### src/rtl/sfr_pkg.sv
// Shared types and constants for the stream find-and-replace block.
package sfr_pkg;

   localparam int MAX_PATTERN = 8;
   localparam int REPL_MAX    = 8;
   localparam int BYTE_W      = 8;
   localparam int STR_W       = 64;
   localparam int LEN_W       = 4;
   localparam int CSR_IDX_W   = 2;
   localparam int WIN_IDX_W   = (MAX_PATTERN > 1) ? $clog2(MAX_PATTERN) : 1;
   localparam int BEAT_CNT_W  = 3;   // results per item minus one, up to eight results
   localparam int FIFO_DEPTH  = 4;
   localparam int FIFO_PTR_W  = $clog2(FIFO_DEPTH);

   typedef enum logic [CSR_IDX_W-1:0] {
      CSR_SEARCH_BYTES  = 2'd0,
      CSR_SEARCH_LEN    = 2'd1,
      CSR_REPLACE_BYTES = 2'd2,
      CSR_REPLACE_LEN   = 2'd3
   } csr_index_type;

   typedef struct packed {
      logic [BYTE_W-1:0] in_byte;
      logic              in_last;
   } req_beat_type;

   typedef struct packed {
      logic [BYTE_W-1:0] out_byte;
      logic              byte_valid;
      logic              out_last;
   } rsp_beat_type;

   typedef struct packed {
      logic [STR_W-1:0] search_bytes;
      logic [LEN_W-1:0] search_len;
      logic [STR_W-1:0] replace_bytes;
      logic [LEN_W-1:0] replace_len;
   } cfg_type;

   // One burst of result beats produced by a single input beat.
   typedef struct packed {
      logic [STR_W-1:0]      data;
      logic [BEAT_CNT_W-1:0] cnt_m1;
      logic                  last;
      logic                  bare;
   } cmd_type;

   typedef struct packed {
      logic full;
      logic empty;
   } fifo_status_type;

endpackage

### src/rtl/sfr_front.sv
// Front end: pending window, pattern compare and burst classification.
module sfr_front (
   input  logic                 clock,
   input  logic                 reset,
   input  logic                 accept,
   input  sfr_pkg::req_beat_type req_data,
   input  sfr_pkg::cfg_type     cfg,
   output logic                 cmd_valid,
   output sfr_pkg::cmd_type     cmd
);
   import sfr_pkg::*;

   logic [MAX_PATTERN-1:0][BYTE_W-1:0] win_ff, win_in;
   logic [LEN_W-1:0]                   count_ff, count_in;

   logic [MAX_PATTERN-1:0][BYTE_W-1:0] win_app;
   logic [LEN_W-1:0]                   len_eff, rlen_eff, cnt1, pop_n, shift_n;
   logic                               stale, match;
   logic [MAX_PATTERN-1:0]             eq;
   logic [MAX_PATTERN*BYTE_W-1:0]      win_shifted;

   always_comb begin
      if (cfg.search_len == '0) begin
         len_eff = LEN_W'(1);
      end else if (cfg.search_len > LEN_W'(MAX_PATTERN)) begin
         len_eff = LEN_W'(MAX_PATTERN);
      end else begin
         len_eff = cfg.search_len;
      end
      rlen_eff = (cfg.replace_len > LEN_W'(REPL_MAX)) ? LEN_W'(REPL_MAX) : cfg.replace_len;
   end

   // the count never reaches the window depth between beats, so the append always lands
   always_comb begin
      win_app = win_ff;
      win_app[count_ff[WIN_IDX_W-1:0]] = req_data.in_byte;
   end

   assign cnt1  = count_ff + LEN_W'(1);
   assign stale = cnt1 > len_eff;

   always_comb begin
      for (int i = 0; i < MAX_PATTERN; i++) begin
         eq[i] = (LEN_W'(i) >= len_eff) ||
                 (win_app[i] == cfg.search_bytes[i*BYTE_W +: BYTE_W]);
      end
   end

   assign match       = !stale && (cnt1 == len_eff) && (&eq);
   assign pop_n       = cnt1 - len_eff;
   assign win_shifted = win_app >> {shift_n, 3'b000};
   assign win_in      = win_shifted;

   always_comb begin
      cmd_valid   = 1'b0;
      cmd.data    = win_app;
      cmd.cnt_m1  = '0;
      cmd.last    = req_data.in_last;
      cmd.bare    = 1'b0;
      shift_n     = '0;
      count_in    = count_ff;
      if (match) begin
         count_in = '0;
         cmd.data = cfg.replace_bytes;
         if (rlen_eff != '0) begin
            cmd_valid  = 1'b1;
            cmd.cnt_m1 = BEAT_CNT_W'(rlen_eff - LEN_W'(1));
         end else if (req_data.in_last) begin
            // deleted match at end of text: bare end marker
            cmd_valid = 1'b1;
            cmd.bare  = 1'b1;
            cmd.data  = '0;
         end
      end else if (req_data.in_last) begin
         count_in   = '0;
         cmd_valid  = 1'b1;
         cmd.cnt_m1 = BEAT_CNT_W'(count_ff);
      end else if (stale) begin
         // search length shrank: drain down to exactly search length, no compare
         cmd_valid  = 1'b1;
         cmd.cnt_m1 = BEAT_CNT_W'(pop_n - LEN_W'(1));
         shift_n    = pop_n;
         count_in   = len_eff;
      end else if (cnt1 == len_eff) begin
         cmd_valid = 1'b1;
         shift_n   = LEN_W'(1);
         count_in  = len_eff - LEN_W'(1);
      end else begin
         count_in = cnt1;
      end
   end

   always_ff @(posedge clock) begin
      if (reset) begin
         count_ff <= '0;
      end else if (accept) begin
         count_ff <= count_in;
      end
   end

   always_ff @(posedge clock) begin
      if (accept) begin
         win_ff <= win_in;
      end
   end

endmodule

### src/rtl/sfr_cmd_fifo.sv
// Short queue of result bursts between the front and back ends.
module sfr_cmd_fifo (
   input  logic                    clock,
   input  logic                    reset,
   input  logic                    push,
   input  sfr_pkg::cmd_type        push_data,
   input  logic                    pop,
   output sfr_pkg::cmd_type        pop_data,
   output sfr_pkg::fifo_status_type status
);
   import sfr_pkg::*;

   cmd_type                 mem_ff [FIFO_DEPTH];
   logic [FIFO_PTR_W-1:0]   wr_ptr_ff, wr_ptr_in, rd_ptr_ff, rd_ptr_in;
   logic [FIFO_PTR_W:0]     fill_ff, fill_in;
   logic                    do_push, do_pop;

   assign status.full  = (fill_ff == (FIFO_PTR_W+1)'(FIFO_DEPTH));
   assign status.empty = (fill_ff == '0);
   assign do_push      = push && !status.full;
   assign do_pop       = pop && !status.empty;
   assign pop_data     = mem_ff[rd_ptr_ff];

   always_comb begin
      wr_ptr_in = do_push ? wr_ptr_ff + FIFO_PTR_W'(1) : wr_ptr_ff;
      rd_ptr_in = do_pop  ? rd_ptr_ff + FIFO_PTR_W'(1) : rd_ptr_ff;
      fill_in   = fill_ff + (FIFO_PTR_W+1)'(do_push) - (FIFO_PTR_W+1)'(do_pop);
   end

   always_ff @(posedge clock) begin
      if (reset) begin
         wr_ptr_ff <= '0;
         rd_ptr_ff <= '0;
         fill_ff   <= '0;
      end else begin
         wr_ptr_ff <= wr_ptr_in;
         rd_ptr_ff <= rd_ptr_in;
         fill_ff   <= fill_in;
      end
   end

   always_ff @(posedge clock) begin
      if (do_push) begin
         mem_ff[wr_ptr_ff] <= push_data;
      end
   end

endmodule

### src/rtl/sfr_back.sv
// Back end: expands queued bursts into result beats, one per cycle while the receiver keeps popping.
module sfr_back (
   input  logic                    clock,
   input  logic                    reset,
   input  sfr_pkg::fifo_status_type q_status,
   input  sfr_pkg::cmd_type        q_data,
   output logic                    q_pop,
   input  logic                    rsp_pop,
   output logic                    rsp_empty,
   output sfr_pkg::rsp_beat_type   rsp_data
);
   import sfr_pkg::*;

   cmd_type                 cur_ff, cur_in;
   logic [BEAT_CNT_W-1:0]   idx_ff, idx_in;
   logic                    busy_ff, busy_in;
   logic                    final_beat, taken;

   assign final_beat = (idx_ff == cur_ff.cnt_m1);
   assign taken      = busy_ff && rsp_pop;
   assign q_pop      = !q_status.empty && (!busy_ff || (taken && final_beat));

   assign rsp_empty           = !busy_ff;
   assign rsp_data.out_byte   = cur_ff.bare ? '0 : cur_ff.data[idx_ff*BYTE_W +: BYTE_W];
   assign rsp_data.byte_valid = !cur_ff.bare;
   assign rsp_data.out_last   = cur_ff.last && final_beat;

   always_comb begin
      cur_in  = cur_ff;
      idx_in  = idx_ff;
      busy_in = busy_ff;
      if (q_pop) begin
         cur_in  = q_data;
         idx_in  = '0;
         busy_in = 1'b1;
      end else if (taken) begin
         if (final_beat) begin
            busy_in = 1'b0;
         end else begin
            idx_in = idx_ff + BEAT_CNT_W'(1);
         end
      end
   end

   always_ff @(posedge clock) begin
      if (reset) begin
         busy_ff <= 1'b0;
         idx_ff  <= '0;
      end else begin
         busy_ff <= busy_in;
         idx_ff  <= idx_in;
      end
   end

   always_ff @(posedge clock) begin
      cur_ff <= cur_in;
   end

endmodule

### src/rtl/stream_find_replace.sv
// Top level of the streaming find-and-replace block.
//
// Text enters one byte per beat on the req_ queue port (push/full) and leaves
// on the rsp_ queue port (empty/pop). Every leftmost, non-overlapping match of
// the search string is swapped for the replacement string; other bytes pass in
// order. in_last closes a text: the window is flushed and the final beat
// carries out_last. A deleted match at the end gives a bare end-marker beat.
// Registers are written on csr_ (we/index/wdata); the user must write them only
// while the block is idle; the block itself does not enforce it. One input beat
// per cycle is taken while the burst queue is not full. A beat that yields
// results has its burst written into the burst queue, then loaded into the back
// end's current-burst register, which offers its results on the rsp_ port. A
// burst of N results is offered as N beats; the four-entry burst queue absorbs
// that. If the receiver stalls, the head beat holds steady and the queue fills;
// then full goes high. Reset (synchronous) empties the window and the queue and
// loads the defaults: search length one, all bytes zero, no replacement.
module stream_find_replace (
   input  logic                                   clock,
   input  logic                                   reset,
   input  logic                                   req_push,
   output logic                                   req_full,
   input  sfr_pkg::req_beat_type                  req_data,
   output logic                                   rsp_empty,
   input  logic                                   rsp_pop,
   output sfr_pkg::rsp_beat_type                  rsp_data,
   input  logic                                   csr_we,
   input  logic [sfr_pkg::CSR_IDX_W-1:0]          csr_index,
   input  logic [sfr_pkg::STR_W-1:0]              csr_wdata
);
   import sfr_pkg::*;

   cfg_type          cfg_ff;
   logic             accept;
   logic             cmd_valid;
   cmd_type          cmd, q_data;
   fifo_status_type  q_status;
   logic             q_pop;

   // register file; the length fields keep the low nibble of the write
   always_ff @(posedge clock) begin
      if (reset) begin
         cfg_ff.search_bytes  <= '0;
         cfg_ff.search_len    <= LEN_W'(1);
         cfg_ff.replace_bytes <= '0;
         cfg_ff.replace_len   <= '0;
      end else if (csr_we) begin
         case (csr_index_type'(csr_index))
            CSR_SEARCH_BYTES:  cfg_ff.search_bytes  <= csr_wdata;
            CSR_SEARCH_LEN:    cfg_ff.search_len    <= csr_wdata[LEN_W-1:0];
            CSR_REPLACE_BYTES: cfg_ff.replace_bytes <= csr_wdata;
            CSR_REPLACE_LEN:   cfg_ff.replace_len   <= csr_wdata[LEN_W-1:0];
            default: ;
         endcase
      end
   end

   // stall input whenever the burst queue is full, result or not
   assign req_full = q_status.full;
   assign accept   = req_push && !q_status.full;

   sfr_front u_front (
      .clock     (clock),
      .reset     (reset),
      .accept    (accept),
      .req_data  (req_data),
      .cfg       (cfg_ff),
      .cmd_valid (cmd_valid),
      .cmd       (cmd)
   );

   sfr_cmd_fifo u_fifo (
      .clock     (clock),
      .reset     (reset),
      .push      (accept && cmd_valid),
      .push_data (cmd),
      .pop       (q_pop),
      .pop_data  (q_data),
      .status    (q_status)
   );

   sfr_back u_back (
      .clock     (clock),
      .reset     (reset),
      .q_status  (q_status),
      .q_data    (q_data),
      .q_pop     (q_pop),
      .rsp_pop   (rsp_pop),
      .rsp_empty (rsp_empty),
      .rsp_data  (rsp_data)
   );

endmodule

### config.mk
export PLATFORM = sky130hd
export DESIGN_NAME = stream_find_replace
export DESIGN_NICKNAME = d
export VERILOG_FILES = /design/src/rtl/sfr_pkg.sv /design/src/rtl/sfr_front.sv /design/src/rtl/sfr_cmd_fifo.sv /design/src/rtl/sfr_back.sv /design/src/rtl/stream_find_replace.sv
export SDC_FILE = /design/constraint.sdc
export NUM_CORES = 1
export LEC_CHECK = 0
export ABC_AREA = 1
export BUFFER_PORTS_ARGS = -buffer_cell sky130_fd_sc_hd__buf_2
export CAP_MARGIN = 20
export CORE_ASPECT_RATIO = 2
export CORE_UTILIZATION = 60
export CTS_CLUSTER_SIZE = 14
export DETAILED_ROUTE_END_ITERATION = 6
export HOLD_SLACK_MARGIN = 0.06
export PLACE_DENSITY = 0.81
export SLEW_MARGIN = 20
export SYNTH_ARGS = -nofsm -noshare
export SYNTH_HDL_FRONTEND = slang
export SYNTH_SLANG_ARGS = --single-unit
### constraint.sdc
create_clock -name clock -period 8.3 [get_ports clock]
set_clock_uncertainty 0.2 [all_clocks]
set_input_delay 0.83 -clock clock [delete_from_list [all_inputs] [get_ports clock]]
set_output_delay 0.83 -clock clock [all_outputs]
set_load 0.005 [all_outputs]
# [Word level (Yosys, flattened, before mapping)]
# Memories as Yosys holds them, arrays and structs flattened. A register that Yosys moved wholly into a read port is not among the register bits.
# Index checks and enable logic that the tools add are counted.
[totals] word_cells=133 ramBits=276 register_bits=215 n_memories=1
[mem_list] memory="u_fifo.mem_ff" depth=4 word_bits=69 rd=1 rd_clocked_by_memory_dff=1 write_ports=1 line="sfr_cmd_fifo.sv:13" text="cmd_type mem_ff [FIFO_DEPTH];"
[classes] n_shift=2 n_reduce_logical=39 n_mux=35 n_eq_ne=14 bitwise=1 add_sub_neg=10 order_cmp=13
[op_table] op="$mux W64" count=3
[op_table] op="$bwmux W64" count=1
[op_table] op="$eq A8 B8 Y1" count=8
[op_table] op="$shiftx A64 B7 Y8" count=1
[op_table] op="$shr A64 B7 Y64" count=1
[op_table] op="$mux W4" count=10
[op_table] op="$demux W8 S3" count=1
[op_table] op="$ge A3 B4 Y1 const A" count=4
[op_table] op="$mux W8" count=2
[op_table] op="$mux W1" count=14
[op_table] op="$mux W3" count=4
[op_table] op="$reduce_and A2 Y1" count=6
[op_table] op="$logic_and A1 B1 Y1" count=11
[op_table] op="$logic_or A1 B1 Y1" count=9
[op_table] op="$ge A1 B4 Y1 const A" count=2
[op_table] op="$ge A2 B4 Y1 const A" count=2
[op_table] op="$gt A4 B4 Y1 const B" count=2
[op_table] op="$reduce_and A8 Y1" count=1
[op_table] op="$sub A3 B1 Y3 const B" count=2
[op_table] op="$logic_not A1 Y1" count=5
[op_table] op="$add A2 B1 Y2 const B" count=2
[op_table] op="$add A4 B1 Y4 const B" count=1
[op_table] op="$eq A2 B2 Y1 const B" count=2
[op_table] op="$eq A4 B4 Y1" count=1
[op_table] op="18 further kinds" count=19

# [Logic depth before layout (Yosys ltp)]
[logic_depth] depth_word=14 depth_mapped=24

# [Modules after synthesis]
# A second synthesis with hierarchy kept.
[unflattened] hier_cells=3216 area_unflattened_um2=27373.8
[by_module_without_submodules] mod="sfr_cmd_fifo" area_each_um2=10722.8 n_inst=1 seq_area_each_um2=8468.1 cells_per_inst=736
[by_module_without_submodules] mod="sfr_front" area_each_um2=7775.0 n_inst=1 seq_area_each_um2=2001.9 cells_per_inst=1357
[by_module_without_submodules] mod="stream_find_replace" area_each_um2=5880.6 n_inst=1 seq_area_each_um2=2722.6 cells_per_inst=881
[by_module_without_submodules] mod="sfr_back" area_each_um2=2995.4 n_inst=1 seq_area_each_um2=2152.1 cells_per_inst=242

# [Least setup slack after synthesis]
# OpenSTA, ideal clock, no wires.
[synth_path] path_type="input to register" start="in req_push" end="mem u_fifo.mem_ff[0][0] (netlist bit), enable pin" setup_time_ns=0.497 n_path_buf=0 path_stages=4 arrival_time_ns=5.697 slack_ns=1.907 path_cell_list="o21ai_0 -> inv_1 -> nand2_1 -> nor2_1"
[synth_between] elab_chain_cells=5
[synth_lines] element="start, declared" line="stream_find_replace.sv:20" text="input logic req_push,"
[synth_lines] element="$logic_and A1 B1 Y1" line="stream_find_replace.sv:59" text="assign accept = req_push && !q_status.full;"
[synth_lines] element="net accept" line="stream_find_replace.sv:33" text="logic accept;"
[synth_lines] element="$logic_and A1 B1 Y1" line="stream_find_replace.sv:74" text=".push (accept && cmd_valid),"
[synth_lines] element="$logic_and A1 B1 Y1" line="sfr_cmd_fifo.sv:20" text="assign do_push = push && !status.full;"
[synth_lines] element="$mux W1" line="sfr_cmd_fifo.sv:43" text="if (do_push) begin"
[synth_lines] element="$mux W1 (implied by the code)" line="sfr_cmd_fifo.sv:44" text="mem_ff[wr_ptr_ff] <= push_data;"
[synth_lines] element="end, declared" line="sfr_cmd_fifo.sv:13"
# The timed path passes the listed nets, and every way through them passes these cells.

# [Worst setup path in the final report]
[layout_path] start="reg u_front.count_ff[2]" end="reg u_front.win_ff[28] (netlist bit) (data pin)"
[layout_between] elab_chain_cells=11
[layout_lines] element="start, declared" line="sfr_front.sv:14" text="logic [LEN_W-1:0] count_ff, count_in;"
[layout_lines] element="start signal, assigned" line="sfr_front.sv:97" text="count_ff <= count_in;"
[layout_lines] element="$lt A3 B4 Y1 (implied by the code) or $ge A3 B1 Y1 (tied branches)" line="sfr_front.sv:36" text="win_app[count_ff[WIN_IDX_W-1:0]] = req_data.in_byte;"
[layout_lines] element="$logic_and A1 B1 Y1 (implied by the code)" line="sfr_front.sv:36"
[layout_lines] element="$mux W8 (implied by the code)" line="sfr_front.sv:36"
[layout_lines] element="$demux W8 S3"
[layout_lines] element="$bwmux W64" line="sfr_front.sv:36"
[layout_lines] element="$eq A8 B8 Y1" line="sfr_front.sv:45" text="(win_app[i] == cfg.search_bytes[i*BYTE_W +: BYTE_W]);"
[layout_lines] element="$logic_or A1 B1 Y1" line="sfr_front.sv:44" text="eq[i] = (LEN_W'(i) >= len_eff) ||"
[layout_lines] element="$reduce_and A8 Y1" line="sfr_front.sv:49" text="assign match = !stale && (cnt1 == len_eff) && (&eq);"
[layout_lines] element="$logic_and A1 B1 Y1" line="sfr_front.sv:49"
[layout_lines] element="$mux W4" line="sfr_front.sv:62" text="if (match) begin"
[layout_lines] element="$shr A64 B7 Y64 *" line="sfr_front.sv:51" text="assign win_shifted = win_app >> {shift_n, 3'b000};"
[layout_lines] element="end signal, assigned" line="sfr_front.sv:103" text="win_ff <= win_in;"
[layout_lines] element="end, declared" line="sfr_front.sv:13" text="logic [MAX_PATTERN-1:0][BYTE_W-1:0] win_ff, win_in;"
# Mark *: on every way between the ends. The rest lies on a longest branch, timed or not.
# A chain may end at the register's enable or synchronous reset.

==> metrics <==
TritonRoute pass-1 iters 7; Core Util, Final 0.6641; layout net count 2953; # fillers between 3000 and 4000; share of cells above drive strength 1 0.07743; H-Tree Level Count 2; Netlist Area Pre-Place 25780 um^2; CP endpoint kind flip-flop; Worst Tran Pin Value 1.141 ns; postcts setup bufs 0; worst reg2reg path startpoint u_front.count_ff[2]; maximum vdd drop between 0.2 and 0.25 mV; endpoints failing setup 0; CP bufs+invs 7; Setup TNS 0 ns; Detailed Route Iter0 Violations between 2000 and 2500; biggest area consumer among synthesized cells edfxtp_1; post-route ant nets 0; Residual DRC 0; outcome completed; number of CTS-inserted buffers 49; Worst Setup EP u_front.win_ff[28]; syn avg cell area 9.025 um^2; WS Path Type flip-flop to flip-flop; leak pwr ~11 nW; Rel. slew slack 0.2313; CP Cell Sequence nand3_1 -> xor2_1 -> inv_1 -> ha_1 -> inv_1 -> nor3_1 -> nor2_1 -> inv_1 -> nor2_1 -> inv_1 -> nor2_4 -> buf_4 -> inv_2 -> buf_4 -> nand4_1 -> nand2_1; grt ovf 0; Levels on crit path 16; Required @ worst endpoint ~8.5 ns; worst reg2reg path depth 16; final hold vios 0; initial antenna violation count 3; Die Wd 148.6 um; P per Cell Area 361.4 nW/um^2; PortBufs 91; Synth top area share 0.4763; setup slack, reg-to-reg 2.22 ns; first-pass GRT wire length about 120 mm; Clk pin slew, worst setup/hold paths 0.07 ns; worst setup path start u_front.count_ff[2]; Worst-Skew Late Latency about 0.6 ns; Max Slew Vio Count 0; Final period util 0.7321; Rows 107; dpl ws 2.594 ns; sequential fraction of the synthesis area 0.5936; num ports 92; vias per inst 6.274; Routed WL around 84 mm; die footprint about 44000 um^2; Total GRT Usage 0.3856; RePlAce Congestion 1.020; CP dominant cell by count inv_1; number of synthesis warnings 0; max incr delay on CP 0.85 ns; max-cap violations 0; post-route insts no fill 3442; Worst R2R End u_front.win_ff[28]; hold_ws 0.2456 ns; dpl hpwl 56.73 mm; cell family with most CP delay simple AND/OR/NAND/NOR gates; min Tclk post-route approximately 6.1 ns; Vias 21600; Syn Inst Count 2857; vias in the first global route 20870; post-CTS sizing 0; top cells by area, synth edfxtp_1 (48%), dfxtp_1 (12%), nand2_1 (8.8%), o21ai_0 (7.4%), nand3_1 (5.2%); largest net degree at the start of global routing 100; fin worst setup slack 2.224 ns; die height 295.2 um; Wirelength per Cell 24.31 um; synthesized flop and latch total 560; P&R area growth vs syn 9.312%; worst hold path class flip-flop to flip-flop; area of the core 42440 um^2; Max Clk Rate 164.6 MHz; critical path's slowest cell dfxtp_1; critical path data arrival time 6.31 ns; clk sinks between 500 and 600; synthesized net count 2956; clock root buffer clkbuf_16; Inst Count DP 3348; crit path max fanout 57; CTS max path bufs 3; CTS tree done; startpoint types flip-flop; Post-CTS Hold Fix Bufs 0; unrepaired setup endpoints after global routing no; Initial Utilization 0.6076; unique cell type count in the Yosys netlist 39
[how the worst min path moves through the flow]
stage,startpoint,endpoint,cells after the start
2_1_floorplan,cfg_ff[10],cfg_ff[10],2
4_1_cts,cfg_ff[39],cfg_ff[39],2
3_3_place_gp,cfg_ff[5],cfg_ff[5],2
6_report,cfg_ff[26],cfg_ff[26],2
5_1_grt,cfg_ff[12],cfg_ff[12],2
3_5_place_dp,cfg_ff[39],cfg_ff[39],2
[sequential cells by signal (all words and copies together), names as in the netlist, 2 cells and up]
name,count
u_back.idx_ff,3
u_fifo.rd_ptr_ff,2
u_front.count_ff,4
u_fifo.wr_ptr_ff,2
u_fifo.mem_ff,276
u_back.cur_ff,69
u_fifo.fill_ff,3
u_front.win_ff,64
cfg_ff,136
[where the power goes]
part	switching, W	internal, W
Sequential	0.000342	0.00409
Clock	0.00104	0.00124
Combinational	0.00257	0.000905
[cell usage after synthesis]
library cell  number
nand2_1          602
edfxtp_1         409
o21ai_0          382
nor2_1           314
nand3_1          267
inv_1            191
dfxtp_1          151
a21oi_1          128
clkbuf_1         123
o22ai_1           77
o21ai_1           29
nand3b_1          24
buf_1             18
nand4_1           18
ha_1              17
buf_2             16
nor3_1            14
buf_4             12
o211ai_1          12
a31oi_1            8
xor2_1             8
inv_2              5
xnor2_1            5
buf_6              3
nand2_2            3
nand3_2            3
nor2_4             3
clkbuf_2           2
fa_1               2
o221ai_1           2
a211oi_1           1
a221oi_1           1
a22oi_1            1
clkinv_1           1
nand2_4            1
nor2_2             1
nor3_4             1
nor3b_1            1
o2111ai_1          1
[worst register-to-register path, cell delays in order (launching register included)]
cell     delay [ns]
dfxtp_1        0.85
nand3_1        0.78
xor2_1         0.39
inv_1          0.07
ha_1           0.31
inv_1          0.07
nor3_1         0.47
nor2_1         0.21
inv_1          0.13
nor2_1         0.06
inv_1          0.20
nor2_4         0.04
buf_4          0.33
inv_2          0.49
buf_4          0.57
nand4_1        0.52
nand2_1        0.25
[layout make-up]
class / count / area (um^2) / area share
Antenna cell: 4 / 10.01 / 0.0003551
Clock buffer: 80 / 1498 / 0.05314
Clock inverter: 10 / 80.08 / 0.002841
Inverter: 197 / 742.0 / 0.02632
Multi-Input combinational cell: 1926 / 9081 / 0.3222
Sequential cell: 560 / 15310 / 0.5432
Tap cell: 545 / 681.9 / 0.02419
Timing Repair Buffer: 120 / 783.3 / 0.02779
[placed cells by master, fill, tap and decap left out, drive strengths merged]
master	n
nor2	318
inv	195
nand3	270
xnor2	5
o2111ai	1
xor2	8
nor3b	1
dfxtp	151
nand2	606
clkinv	12
o221ai	2
a211oi	1
nand4	18
a21oi	128
fa	2
buf	120
o21ai	411
o211ai	12
clkbuf	80
ha	17
edfxtp	409
o22ai	77
a22oi	1
nor3	15
nand3b	24
diode	4
a221oi	1
a31oi	8
[metal layers]
metal | vias up | track usage | part of all wire
li1 | 9826 | - | -
met1 | 10290 | 0.4102 | 0.32
met2 | 1118 | 0.6604 | 0.50
met3 | 366 | 0.05756 | 0.073
met4 | 0 | 0.3400 | 0.10
met5 | - | 0 | 0
[logic make-up after synthesis]
family | after synthesis | synth area share
XOR/XNOR | 13 | 0.004416
flip-flops | 560 | 0.5936
AO/OA/AOI/OAI | 642 | 0.1307
buffers and inverters | 371 | 0.05750
adder cells (fa/ha/maj) | 19 | 0.009802
AND/OR/NAND/NOR | 1252 | 0.2040
[metrics by stage]
| stage | total power [W] | area (um^2) |
|---|---|---|
| 6_report | 0.01019 | 28190 |
| 2_1_floorplan | 0.006541 | 25780 |
| 3_3_place_gp | 0.007677 | 26520 |
| 3_5_place_dp | 0.007832 | 26600 |
| 4_1_cts | 0.01010 | 28180 |
| 5_1_grt | 0.01063 | 28180 |
Power figures use the tool's default switching activity.
